$ cat src/sv/sfir_pkg.sv
`timescale 1ns / 1ps

package sfir_pkg;

   // Longest supported kernel half length; the coefficient index and the
   // half_length register are sized for it.
   localparam int MAX_HALF = 12;

   // Fixed field widths of the stream and register port.
   localparam int SAMPLE_MAX_BITS = 24;
   localparam int COEF_BITS       = 18;
   localparam int FRAC_BITS       = 16;
   localparam int COEF_INDEX_BITS = 4;
   localparam int HALF_BITS       = 4;
   localparam int CSR_INDEX_BITS  = 4;
   localparam int CSR_DATA_BITS   = 4;

   // Depth of the queue between front and back.
   localparam int QUEUE_DEPTH    = 4;
   localparam int QUEUE_PTR_BITS = 2;
   localparam int QUEUE_CNT_BITS = 3;

   // Register indexes on the configuration port.
   localparam logic [CSR_INDEX_BITS-1:0] CSR_HALF_LENGTH    = 4'd0;
   localparam logic [CSR_INDEX_BITS-1:0] CSR_SYMMETRIC_MODE = 4'd1;

   typedef enum logic {
      ITEM_PIXEL,
      ITEM_COEF
   } item_kind_type;

   // One classified item as it waits in the queue.
   typedef struct packed {
      item_kind_type                      kind;
      logic                               line_end;
      logic [COEF_INDEX_BITS-1:0]         coef_index;
      logic signed [COEF_BITS-1:0]        coef_value;
      logic signed [SAMPLE_MAX_BITS-1:0]  sample;
   } queue_entry_type;

   typedef struct packed {
      logic [HALF_BITS-1:0] half_length;
      logic                 symmetric_mode;
   } config_type;

endpackage

$ cat src/sv/symmetric_fir_line_filter.sv
`timescale 1ns / 1ps

// Line filter with a (2H+1)-tap symmetric or antisymmetric kernel and mirrored borders.
// Request beats carry either a pixel sample or a coefficient write (req_operation).
// A pixel beat with req_line_end closes the line and flushes its last H outputs.
// Each result beat carries the filtered pixel, a clip flag, line_done on the last
// pixel of a line, run_last on the last result of a request beat, and short_line
// when the line was shorter than H+1 pixels (those results are zero).
// Registers half_length (index 0) and symmetric_mode (index 1) are for the user to
// write on the csr channel while the block is idle; the block does not enforce this.
// csr_ready is always high. A four-entry queue takes request beats while the back
// end works. The back end runs every tap through one shared multiplier: a pixel
// with a filtered result is popped, runs its H+1 taps, then drain, round and emit,
// and each further flushed result runs its taps, drain, round and emit; a
// coefficient write or a pixel that gives no result only pops, and a short line
// emits one result per pixel. When rsp_stall is high while a result is held, the
// result register holds and the back end waits in its emit state; once the queue
// fills, req_stall rises.
// Reset clears the sample window, coefficients, line position and queue, and sets
// half_length to 1 and symmetric_mode to 1.
module symmetric_fir_line_filter #(
   parameter int LINE_MAX    = 4096,
   parameter int SAMPLE_BITS = 16
) (
   input  logic                                   clock,
   input  logic                                   reset,
   input  logic                                   req_valid,
   output logic                                   req_stall,
   input  logic                                   req_operation,
   input  logic signed [SAMPLE_BITS-1:0]          req_sample,
   input  logic                                   req_line_end,
   input  logic [sfir_pkg::COEF_INDEX_BITS-1:0]   req_coef_index,
   input  logic signed [sfir_pkg::COEF_BITS-1:0]  req_coef_value,
   output logic                                   rsp_valid,
   input  logic                                   rsp_stall,
   output logic signed [SAMPLE_BITS-1:0]          rsp_filtered,
   output logic                                   rsp_saturated,
   output logic                                   rsp_line_done,
   output logic                                   rsp_run_last,
   output logic                                   rsp_short_line,
   input  logic                                   csr_valid,
   output logic                                   csr_ready,
   input  logic [sfir_pkg::CSR_INDEX_BITS-1:0]    csr_index,
   input  logic [sfir_pkg::CSR_DATA_BITS-1:0]     csr_data
);

   sfir_pkg::config_type       cfg_ff;
   sfir_pkg::queue_entry_type  push_entry;
   sfir_pkg::queue_entry_type  q_head;
   logic                       push;
   logic                       queue_full;
   logic                       q_not_empty;
   logic                       q_pop;

   // Configuration registers.
   assign csr_ready = 1'b1;

   always_ff @(posedge clock) begin
      if (reset) begin
         cfg_ff.half_length    <= sfir_pkg::HALF_BITS'(1);
         cfg_ff.symmetric_mode <= 1'b1;
      end else if (csr_valid && csr_ready) begin
         case (csr_index)
            sfir_pkg::CSR_HALF_LENGTH: begin
               cfg_ff.half_length <= csr_data[sfir_pkg::HALF_BITS-1:0];
            end
            sfir_pkg::CSR_SYMMETRIC_MODE: begin
               cfg_ff.symmetric_mode <= csr_data[0];
            end
            default: begin
            end
         endcase
      end
   end

   sfir_front #(
      .SAMPLE_BITS (SAMPLE_BITS)
   ) u_front (
      .req_valid      (req_valid),
      .req_operation  (req_operation),
      .req_sample     (req_sample),
      .req_line_end   (req_line_end),
      .req_coef_index (req_coef_index),
      .req_coef_value (req_coef_value),
      .queue_full     (queue_full),
      .req_stall      (req_stall),
      .push           (push),
      .push_entry     (push_entry)
   );

   sfir_queue u_queue (
      .clock      (clock),
      .reset      (reset),
      .push       (push),
      .push_entry (push_entry),
      .pop        (q_pop),
      .full       (queue_full),
      .not_empty  (q_not_empty),
      .head       (q_head)
   );

   sfir_back #(
      .LINE_MAX    (LINE_MAX),
      .SAMPLE_BITS (SAMPLE_BITS)
   ) u_back (
      .clock          (clock),
      .reset          (reset),
      .cfg            (cfg_ff),
      .q_not_empty    (q_not_empty),
      .q_head         (q_head),
      .q_pop          (q_pop),
      .rsp_stall      (rsp_stall),
      .rsp_valid      (rsp_valid),
      .rsp_filtered   (rsp_filtered),
      .rsp_saturated  (rsp_saturated),
      .rsp_line_done  (rsp_line_done),
      .rsp_run_last   (rsp_run_last),
      .rsp_short_line (rsp_short_line)
   );

endmodule

$ cat src/sv/sfir_front.sv
`timescale 1ns / 1ps

module sfir_front #(
   parameter int SAMPLE_BITS = 16
) (
   input  logic                                          req_valid,
   input  logic                                          req_operation,
   input  logic signed [SAMPLE_BITS-1:0]                 req_sample,
   input  logic                                          req_line_end,
   input  logic [sfir_pkg::COEF_INDEX_BITS-1:0]          req_coef_index,
   input  logic signed [sfir_pkg::COEF_BITS-1:0]         req_coef_value,
   input  logic                                          queue_full,
   output logic                                          req_stall,
   output logic                                          push,
   output sfir_pkg::queue_entry_type                     push_entry
);

   logic accept;
   logic keep;

   // A beat is taken whenever the queue has room.
   assign req_stall = queue_full;
   assign accept    = req_valid && !queue_full;

   // Coefficient writes beyond the kernel are dropped here and never reach the back.
   assign keep = !req_operation || (int'(req_coef_index) <= sfir_pkg::MAX_HALF);
   assign push = accept && keep;

   always_comb begin
      push_entry.kind       = req_operation ? sfir_pkg::ITEM_COEF : sfir_pkg::ITEM_PIXEL;
      push_entry.line_end   = req_line_end;
      push_entry.coef_index = req_coef_index;
      push_entry.coef_value = req_coef_value;
      push_entry.sample     = sfir_pkg::SAMPLE_MAX_BITS'(req_sample);
   end

endmodule

$ cat src/sv/sfir_queue.sv
`timescale 1ns / 1ps

module sfir_queue (
   input  logic                       clock,
   input  logic                       reset,
   input  logic                       push,
   input  sfir_pkg::queue_entry_type  push_entry,
   input  logic                       pop,
   output logic                       full,
   output logic                       not_empty,
   output sfir_pkg::queue_entry_type  head
);

   sfir_pkg::queue_entry_type                 slot_ff [sfir_pkg::QUEUE_DEPTH];
   logic [sfir_pkg::QUEUE_PTR_BITS-1:0]       wr_ptr_ff, wr_ptr_in;
   logic [sfir_pkg::QUEUE_PTR_BITS-1:0]       rd_ptr_ff, rd_ptr_in;
   logic [sfir_pkg::QUEUE_CNT_BITS-1:0]       count_ff, count_in;
   logic                                      do_push;
   logic                                      do_pop;

   assign full      = (count_ff == sfir_pkg::QUEUE_CNT_BITS'(sfir_pkg::QUEUE_DEPTH));
   assign not_empty = (count_ff != '0);
   assign head      = slot_ff[rd_ptr_ff];
   assign do_push   = push && !full;
   assign do_pop    = pop && not_empty;

   // Pointer and occupancy update.
   always_comb begin
      wr_ptr_in = do_push ? wr_ptr_ff + 1'b1 : wr_ptr_ff;
      rd_ptr_in = do_pop ? rd_ptr_ff + 1'b1 : rd_ptr_ff;
      count_in  = count_ff;
      if (do_push && !do_pop) begin
         count_in = count_ff + 1'b1;
      end else if (do_pop && !do_push) begin
         count_in = count_ff - 1'b1;
      end
   end

   always_ff @(posedge clock) begin
      if (reset) begin
         wr_ptr_ff <= '0;
         rd_ptr_ff <= '0;
         count_ff  <= '0;
      end else begin
         wr_ptr_ff <= wr_ptr_in;
         rd_ptr_ff <= rd_ptr_in;
         count_ff  <= count_in;
      end
   end

   // Entry storage needs no reset.
   always_ff @(posedge clock) begin
      if (do_push) begin
         slot_ff[wr_ptr_ff] <= push_entry;
      end
   end

endmodule

$ cat src/sv/sfir_back.sv
`timescale 1ns / 1ps

module sfir_back #(
   parameter int LINE_MAX    = 4096,
   parameter int SAMPLE_BITS = 16
) (
   input  logic                           clock,
   input  logic                           reset,
   input  sfir_pkg::config_type           cfg,
   input  logic                           q_not_empty,
   input  sfir_pkg::queue_entry_type      q_head,
   output logic                           q_pop,
   input  logic                           rsp_stall,
   output logic                           rsp_valid,
   output logic signed [SAMPLE_BITS-1:0]  rsp_filtered,
   output logic                           rsp_saturated,
   output logic                           rsp_line_done,
   output logic                           rsp_run_last,
   output logic                           rsp_short_line
);

   localparam int MAX_HALF  = sfir_pkg::MAX_HALF;
   localparam int WIN_DEPTH = 2 * MAX_HALF + 1;
   localparam int K_W       = $clog2(MAX_HALF + 1);
   localparam int D_W       = $clog2(WIN_DEPTH);
   localparam int POS_CAP   = LINE_MAX + 2 * MAX_HALF + 1;
   localparam int POS_W     = $clog2(POS_CAP + 1);
   localparam int PAIR_W    = SAMPLE_BITS + 1;
   localparam int PROD_W    = PAIR_W + sfir_pkg::COEF_BITS;
   localparam int ACC_W     = PROD_W + 6;
   localparam int RES_W     = ACC_W - sfir_pkg::FRAC_BITS;
   localparam logic signed [RES_W-1:0] RES_HI = RES_W'((64'sd1 <<< (SAMPLE_BITS - 1)) - 1);
   localparam logic signed [RES_W-1:0] RES_LO = RES_W'(-(64'sd1 <<< (SAMPLE_BITS - 1)));
   localparam logic signed [ACC_W-1:0] ROUND_HALF = ACC_W'(64'sd1 <<< (sfir_pkg::FRAC_BITS - 1));

   typedef enum logic [2:0] {
      ST_IDLE,
      ST_MAC,
      ST_DRAIN,
      ST_ROUND,
      ST_EMIT
   } state_type;

   state_type                              state_ff, state_in;
   logic signed [SAMPLE_BITS-1:0]          window_ff [WIN_DEPTH];
   logic signed [SAMPLE_BITS-1:0]          window_in [WIN_DEPTH];
   logic signed [sfir_pkg::COEF_BITS-1:0]  coef_ff [MAX_HALF + 1];
   logic signed [sfir_pkg::COEF_BITS-1:0]  coef_in [MAX_HALF + 1];
   logic [POS_W-1:0]                       pos_ff, pos_in;
   logic [POS_W-1:0]                       p_ff, p_in;
   logic [K_W-1:0]                         e_ff, e_in;
   logic [K_W-1:0]                         k_ff, k_in;
   logic [K_W-1:0]                         short_left_ff, short_left_in;
   logic                                   last_ff, last_in;
   logic                                   flush_ff, flush_in;
   logic                                   short_ff, short_in;
   logic signed [PROD_W-1:0]               prod_ff, prod_in;
   logic                                   prod_v_ff, prod_v_in;
   logic signed [ACC_W-1:0]                acc_ff, acc_in;
   logic signed [SAMPLE_BITS-1:0]          res_ff, res_in;
   logic                                   res_sat_ff, res_sat_in;
   logic                                   rsp_valid_ff, rsp_valid_in;
   logic signed [SAMPLE_BITS-1:0]          rsp_filtered_ff, rsp_filtered_in;
   logic                                   rsp_saturated_ff, rsp_saturated_in;
   logic                                   rsp_line_done_ff, rsp_line_done_in;
   logic                                   rsp_run_last_ff, rsp_run_last_in;
   logic                                   rsp_short_line_ff, rsp_short_line_in;

   logic [K_W-1:0]                         h_eff;
   logic [D_W-1:0]                         idx_right;
   logic [D_W-1:0]                         idx_left;
   logic signed [SAMPLE_BITS-1:0]          val_right;
   logic signed [SAMPLE_BITS-1:0]          val_left;
   logic signed [PAIR_W-1:0]               pair;
   logic signed [ACC_W-1:0]                rounded;
   logic signed [RES_W-1:0]                shifted;
   logic                                   slot_free;
   logic                                   done;

   // Window delay of tap offset e+k or e-k, mirrored at both line borders.
   function automatic logic [D_W-1:0] tap_index(input logic [K_W-1:0] e,
                                                input logic [K_W-1:0] k,
                                                input logic right,
                                                input logic [POS_W-1:0] p);
      int d;
      d = right ? int'(e) - int'(k) : int'(e) + int'(k);
      if (d < 0) begin
         d = -d;
      end
      if (d > int'(p)) begin
         d = 2 * int'(p) - d;
      end
      return D_W'(d);
   endfunction

   // Half length clamped to the supported range.
   always_comb begin
      if (cfg.half_length == '0) begin
         h_eff = K_W'(1);
      end else if (int'(cfg.half_length) > MAX_HALF) begin
         h_eff = K_W'(MAX_HALF);
      end else begin
         h_eff = K_W'(cfg.half_length);
      end
   end

   // Pair of mirrored samples for the current tap.
   always_comb begin
      idx_right = tap_index(e_ff, k_ff, 1'b1, p_ff);
      idx_left  = tap_index(e_ff, k_ff, 1'b0, p_ff);
      val_right = (int'(idx_right) < WIN_DEPTH) ? window_ff[idx_right] : '0;
      val_left  = (int'(idx_left) < WIN_DEPTH) ? window_ff[idx_left] : '0;
      if (k_ff == '0) begin
         pair = PAIR_W'(val_right);
      end else if (cfg.symmetric_mode) begin
         pair = PAIR_W'(val_right) + PAIR_W'(val_left);
      end else begin
         pair = PAIR_W'(val_right) - PAIR_W'(val_left);
      end
   end

   // Round half up, drop the fraction, then clip.
   assign rounded = acc_ff + ROUND_HALF;
   assign shifted = RES_W'(rounded >>> sfir_pkg::FRAC_BITS);

   assign slot_free = !rsp_valid_ff || !rsp_stall;
   assign done      = short_ff ? (short_left_ff == '0) : (!flush_ff || e_ff == '0);

   // Sequencer: take an item, run the taps through one multiplier, emit results.
   always_comb begin
      state_in          = state_ff;
      window_in         = window_ff;
      coef_in           = coef_ff;
      pos_in            = pos_ff;
      p_in              = p_ff;
      e_in              = e_ff;
      k_in              = k_ff;
      short_left_in     = short_left_ff;
      last_in           = last_ff;
      flush_in          = flush_ff;
      short_in          = short_ff;
      prod_in           = prod_ff;
      prod_v_in         = prod_v_ff;
      acc_in            = acc_ff;
      res_in            = res_ff;
      res_sat_in        = res_sat_ff;
      rsp_valid_in      = rsp_valid_ff;
      rsp_filtered_in   = rsp_filtered_ff;
      rsp_saturated_in  = rsp_saturated_ff;
      rsp_line_done_in  = rsp_line_done_ff;
      rsp_run_last_in   = rsp_run_last_ff;
      rsp_short_line_in = rsp_short_line_ff;
      q_pop             = 1'b0;

      if (rsp_valid_ff && !rsp_stall) begin
         rsp_valid_in = 1'b0;
      end

      case (state_ff)
         ST_IDLE: begin
            prod_v_in = 1'b0;
            if (q_not_empty) begin
               q_pop = 1'b1;
               if (q_head.kind == sfir_pkg::ITEM_COEF) begin
                  coef_in[K_W'(q_head.coef_index)] = q_head.coef_value;
               end else begin
                  for (int i = WIN_DEPTH - 1; i > 0; i--) begin
                     window_in[i] = window_ff[i - 1];
                  end
                  window_in[0] = SAMPLE_BITS'(q_head.sample);
                  p_in    = pos_ff;
                  last_in = q_head.line_end;
                  if (q_head.line_end) begin
                     pos_in = '0;
                  end else if (pos_ff < POS_W'(POS_CAP)) begin
                     pos_in = pos_ff + 1'b1;
                  end
                  if (pos_ff >= POS_W'(h_eff)) begin
                     // Centre pixel h behind is complete; at line end the flush follows.
                     e_in     = h_eff;
                     flush_in = q_head.line_end;
                     short_in = 1'b0;
                     k_in     = '0;
                     acc_in   = '0;
                     state_in = ST_MAC;
                  end else if (q_head.line_end) begin
                     // Line too short for the kernel: one blank result per pixel.
                     short_in      = 1'b1;
                     short_left_in = K_W'(pos_ff);
                     state_in      = ST_EMIT;
                  end
               end
            end
         end
         ST_MAC: begin
            prod_in   = PROD_W'(coef_ff[k_ff]) * PROD_W'(pair);
            prod_v_in = 1'b1;
            if (prod_v_ff) begin
               acc_in = acc_ff + ACC_W'(prod_ff);
            end
            k_in = k_ff + 1'b1;
            if (k_ff == h_eff) begin
               state_in = ST_DRAIN;
            end
         end
         ST_DRAIN: begin
            acc_in    = acc_ff + ACC_W'(prod_ff);
            prod_v_in = 1'b0;
            state_in  = ST_ROUND;
         end
         ST_ROUND: begin
            if (shifted > RES_HI) begin
               res_in     = SAMPLE_BITS'(RES_HI);
               res_sat_in = 1'b1;
            end else if (shifted < RES_LO) begin
               res_in     = SAMPLE_BITS'(RES_LO);
               res_sat_in = 1'b1;
            end else begin
               res_in     = SAMPLE_BITS'(shifted);
               res_sat_in = 1'b0;
            end
            state_in = ST_EMIT;
         end
         ST_EMIT: begin
            if (slot_free) begin
               rsp_valid_in      = 1'b1;
               rsp_filtered_in   = short_ff ? '0 : res_ff;
               rsp_saturated_in  = short_ff ? 1'b0 : res_sat_ff;
               rsp_short_line_in = short_ff;
               rsp_run_last_in   = done;
               rsp_line_done_in  = done && last_ff;
               if (done) begin
                  state_in = ST_IDLE;
               end else if (short_ff) begin
                  short_left_in = short_left_ff - 1'b1;
               end else begin
                  e_in     = e_ff - 1'b1;
                  k_in     = '0;
                  acc_in   = '0;
                  state_in = ST_MAC;
               end
            end
         end
         default: begin
            state_in = ST_IDLE;
         end
      endcase
   end

   // Control state and the output register.
   always_ff @(posedge clock) begin
      if (reset) begin
         state_ff     <= ST_IDLE;
         window_ff    <= '{default: '0};
         coef_ff      <= '{default: '0};
         pos_ff       <= '0;
         prod_v_ff    <= 1'b0;
         rsp_valid_ff <= 1'b0;
      end else begin
         state_ff     <= state_in;
         window_ff    <= window_in;
         coef_ff      <= coef_in;
         pos_ff       <= pos_in;
         prod_v_ff    <= prod_v_in;
         rsp_valid_ff <= rsp_valid_in;
      end
      p_ff              <= p_in;
      e_ff              <= e_in;
      k_ff              <= k_in;
      short_left_ff     <= short_left_in;
      last_ff           <= last_in;
      flush_ff          <= flush_in;
      short_ff          <= short_in;
      prod_ff           <= prod_in;
      acc_ff            <= acc_in;
      res_ff            <= res_in;
      res_sat_ff        <= res_sat_in;
      rsp_filtered_ff   <= rsp_filtered_in;
      rsp_saturated_ff  <= rsp_saturated_in;
      rsp_line_done_ff  <= rsp_line_done_in;
      rsp_run_last_ff   <= rsp_run_last_in;
      rsp_short_line_ff <= rsp_short_line_in;
   end

   assign rsp_valid      = rsp_valid_ff;
   assign rsp_filtered   = rsp_filtered_ff;
   assign rsp_saturated  = rsp_saturated_ff;
   assign rsp_line_done  = rsp_line_done_ff;
   assign rsp_run_last   = rsp_run_last_ff;
   assign rsp_short_line = rsp_short_line_ff;

endmodule

$ cat config.mk
export PLATFORM = sky130hd
export DESIGN_NAME = symmetric_fir_line_filter
export DESIGN_NICKNAME = d
export VERILOG_FILES = /design/src/sv/sfir_pkg.sv /design/src/sv/symmetric_fir_line_filter.sv /design/src/sv/sfir_front.sv /design/src/sv/sfir_queue.sv /design/src/sv/sfir_back.sv
export SDC_FILE = /design/constraint.sdc
export NUM_CORES = 2
export LEC_CHECK = 0
export ABC_AREA = 1
export BUFFER_PORTS_ARGS = -buffer_cell sky130_fd_sc_hd__buf_2
export CORE_ASPECT_RATIO = 1.75
export CORE_MARGIN = 3
export CORE_UTILIZATION = 45
export DETAILED_ROUTE_END_ITERATION = 6
export GPL_TIMING_DRIVEN = 0
export PLACE_DENSITY = 0.6
export SKIP_CTS_REPAIR_TIMING = 1
export SKIP_LAST_GASP = 1
export SLEW_MARGIN = 20
export SYNTH_ARGS = -nofsm -noshare
export SYNTH_HDL_FRONTEND = slang
export SYNTH_SLANG_ARGS = --single-unit
$ cat constraint.sdc
create_clock -name clock -period 15.2 [get_ports clock]
set_clock_uncertainty 0.15 [all_clocks]
set_input_delay 0.76 -clock clock [delete_from_list [all_inputs] [get_ports clock]]
set_output_delay 0.76 -clock clock [all_outputs]
set_load 0.005 [all_outputs]
==> qor_table.md <==
| Quantity | Reported | Unit |
|---|---|---|
| Outcome | finished, violations left | - |
| Violations in the final reports | DRC | - |
| Total core area | 128,400 | sq um |
| Cell area after technology mapping | 58,290 | sq um |
| Largest net degree at the start of global routing | 24 | - |
| Startpoint of the most critical hold path | req_coef_value[1] | - |
| Cell at the root of the clock tree | clkbuf_16 | - |
| Worst setup startpoint | u_back.k_ff[0]$_SDFFCE_PN0P_ | - |
| CTS clk-pin slew, worst paths | 0.07 | ns |
| Most used flip-flop cell after synthesis | dfxtp_1 | - |
| Share of flip-flops with an asynchronous set or reset | 0 | - |
| FF-to-FF Start | u_back.k_ff[0]$_SDFFCE_PN0P_ | - |
| Insertion delay of the later-clocked pin in the worst-skew pair | 0.76 | ns |
| Synthesized-area fraction occupied by and/or/nand/nor cells | 0.1953 | - |
| Count of final max-slew check failures | 0 | - |
| Final critical-path share of the clock period | 0.9603 | - |
| Multiplexer fraction of the synthesized cell area | 0.003778 | - |
| WS Path Type | flop to flop | - |
| Critical path fanouts, max | 19 | - |
| Die extent in y | 482.1 | um |
| Kind of start point of the critical path | flop | - |
| Number of optimization iterations in the first detailed-route pass | 7 | - |
| Rel. slew slack | 0.1579 | - |
| Adder-cell share of the synthesized area | 0.1503 | - |
| Layout cell share with drive strength beyond 1 | 0.06645 | - |
| Flop2flop setup slack | 0.60 | ns |
| Library cells used by synthesis | 76 | - |
| Number of warnings issued by yosys | 0 | - |
| Period minus WS final | 14.60 | ns |
| First-iteration detailed-routing DRC count | 4,368 | - |
| Setup violators final | 0 | - |
| Largest buffer count on any clock path | 3 | - |
| Highest clock frequency the design can meet | 0.06851 | GHz |
| Number of buffers added on ports | 73 | - |
| Total gr overflow | 0 | - |
| Number of primary I/O pins | 76 | - |
| Worst min-delay path category | primary input to flop | - |
| Total wirelength of the detailed-routed design | 261,000 | um |
| Post-synthesis average cell area | 7.933 | sq um |
| Xor and xnor area share after synthesis | 0.01320 | - |
| CTS Buf Count | 92 | - |
| Synth top area share | 0.2287 | - |
| Total negative slack | 0 | ns |
| Most frequent cells after synthesis | nand2_1, nor2_1, o21ai_0, inv_1, dfxtp_1 | - |
| Actual transition at the worst max-transition pin | 1.228 | ns |
| Arrival @ worst endpoint | 14.93 | ns |
| Half-perimeter wire length after placement | 206,300 | um |
| Unrepaired setup endpoints after global routing | no | - |
| Dominant combinational cell family by area after synthesis | simple AND/OR/NAND/NOR gates | - |
| CP max stage cell | o221ai_1 | - |
| Nature of the critical path endpoint | flop | - |
| #FFs+latches synth | 967 | - |
| Library cell with the largest summed area after synthesis | dfxtp_1 | - |
| Total via count after detailed routing | 53,960 | - |
| Global-route wire length before repair | 373,300 | um |
| Proportion of synthesized chip area in sequential cells | 0.3838 | - |
| Main area contributors after synthesis | dfxtp_1, edfxtp_1, fa_1, nand2_1, o21ai_0 | - |
| Area overhead of the layout relative to synthesis | 10.42 | % |
| Vias/cell | 5.801 | - |
| Die Width | 278.1 | um |
| Core Util, Final | 0.5011 | - |
| Largest stage delay on the critical path | 0.82 | ns |
| Remaining antenna violation count after routing | 0 | - |
| Antenna violations before repair | 14 | - |
| MaxCap Viol Count | 0 | - |
| Number of fill cells in the layout | 12,860 | - |
| Average detailed-routed wire length per instance | 28.06 | um |
| Clock sink count | 967 | - |
| Synth Area in Compound Gates | 0.1731 | - |
| Placed cells | 9,112 | - |
| Required time of the worst setup path | 15.53 | ns |
| Final Instance Count excl. Fillers | 9,302 | - |
| H-tree depth reported by CTS | 3 | - |
| Routability congestion estimate | 1.042 | - |
| Number of global-route vias before repair | 53,730 | - |
| Area of the die | 134,100 | sq um |
| Final routed DRC violation total | 2 | - |
| Initial core utilization | 0.4538 | - |
| TritonCTS clock tree | yes | - |
| Most numerous cell in the Yosys netlist | nand2_1 | - |
| Num rows | 174 | - |
| Number of hold-slack violations in the final timing report | 0 | - |
| Post-Syn Instances | 7,348 | - |
| Nets | 8,097 | - |
| Number of synthesized flops with an enable pin | 301 | - |
| Total global-route track usage | 0.3877 | - |
-- cell families (layout without fill, tap and decap cells) --
| group | after synthesis | count (layout) |
|---|---|---|
| AND/OR/NAND/NOR | 2767 | 2767 |
| other | 2 | 24 |
| AO/OA/AOI/OAI | 1826 | 1826 |
| buffers and inverters | 1168 | 1428 |
| XOR/XNOR | 87 | 87 |
| adder cells (fa/ha/maj) | 509 | 509 |
| multiplexers | 22 | 22 |
| flip-flops | 967 | 967 |
-- cell type report --
class | instances | area (sq um) | area share
Multi-Input combinational cell | 5220 | 31380 | 0.4875
Sequential cell | 967 | 22370 | 0.3475
Inverter | 723 | 2724 | 0.04232
Clock buffer | 119 | 2515 | 0.03907
Tap cell | 1672 | 2092 | 0.03250
Buffer | 441 | 2028 | 0.03151
Clock inverter | 55 | 614.3 | 0.009544
Timing Repair Buffer | 90 | 608.1 | 0.009447
Antenna cell | 15 | 37.54 | 0.0005831
-- flip-flops by register name, summed over array words and instances (netlist names), 4 cells and up, named ones only --
name	cells
u_back.pos_ff	13
u_back.k_ff	4
u_back.short_left_ff	4
u_back.acc_ff	41
u_back.prod_ff	35
u_back.p_ff	13
u_back.window_ff	400
cfg_ff	5
u_back.e_ff	4
u_back.coef_ff	234
u_queue.slot_ff	160
u_back.rsp_filtered	16
u_back.res_ff	16
-- cell usage in the layout (no fill, tap or decap), drive strengths merged, types with 21 or more instances in the layout --
cell	n
mux2i	22
edfxtp	301
clkbuf	438
buf	211
nor2	1052
nand2	1291
inv	716
a21oi	578
a31oi	36
xnor2	38
a32o	21
ha	190
o211ai	52
fa	319
o21ai	951
xor2	49
nand3	320
dfxtp	666
o21a	34
nor3	38
nand4	28
clkinv	46
-- per-stage QoR --
| stage | hold WS (ns) | setup WS (ns) | area, sq um |
|---|---|---|---|
| floorplan | 0.2809 | 3.835 | 58320 |
| global placement | 0.2959 | -0.8462 | 60780 |
| detailed placement | 0.3049 | -0.9675 | 61050 |
| CTS | 0.02952 | -1.010 | 64180 |
| global route | 0.06541 | 0.001396 | 64350 |
| finish | 0.07014 | 0.6040 | 64370 |
-- routing by layer --
| layer | vias to the layer above | track usage | wire length, um |
|---|---|---|---|
| li1 | 24680 | - | - |
| met1 | 26060 | 0.3657 | 83330 |
| met2 | 2280 | 0.6942 | 131400 |
| met3 | 936 | 0.07680 | 15350 |
| met4 | 6 | 0.3785 | 30940 |
| met5 | - | 0 | 42 |
-- path summary, 6_finish.rpt --
check                                endpoint  depth (start not counted)
max reg2reg      u_back.prod_ff[34]$_DFFE_PP_                         51
min          u_queue.slot_ff[1][25]$_DFFE_PP_                          1
max              u_back.prod_ff[34]$_DFFE_PP_                         51
min reg2reg         u_back.p_ff[10]$_DFFE_PP_                          0
-- critical path: cells and delay by family, from the launching register on --
family | cells | cell delay, ns
xor+xnor | 1 | 0.33
compound gates | 11 | 3.45
fa+ha+maj | 10 | 4.34
flops | 1 | 0.51
buf+inv | 15 | 3.42
simple gates | 14 | 2.10
Power is not shown: default switching activity piles up to over one toggle a cycle in this logic, so the estimate is an artifact.
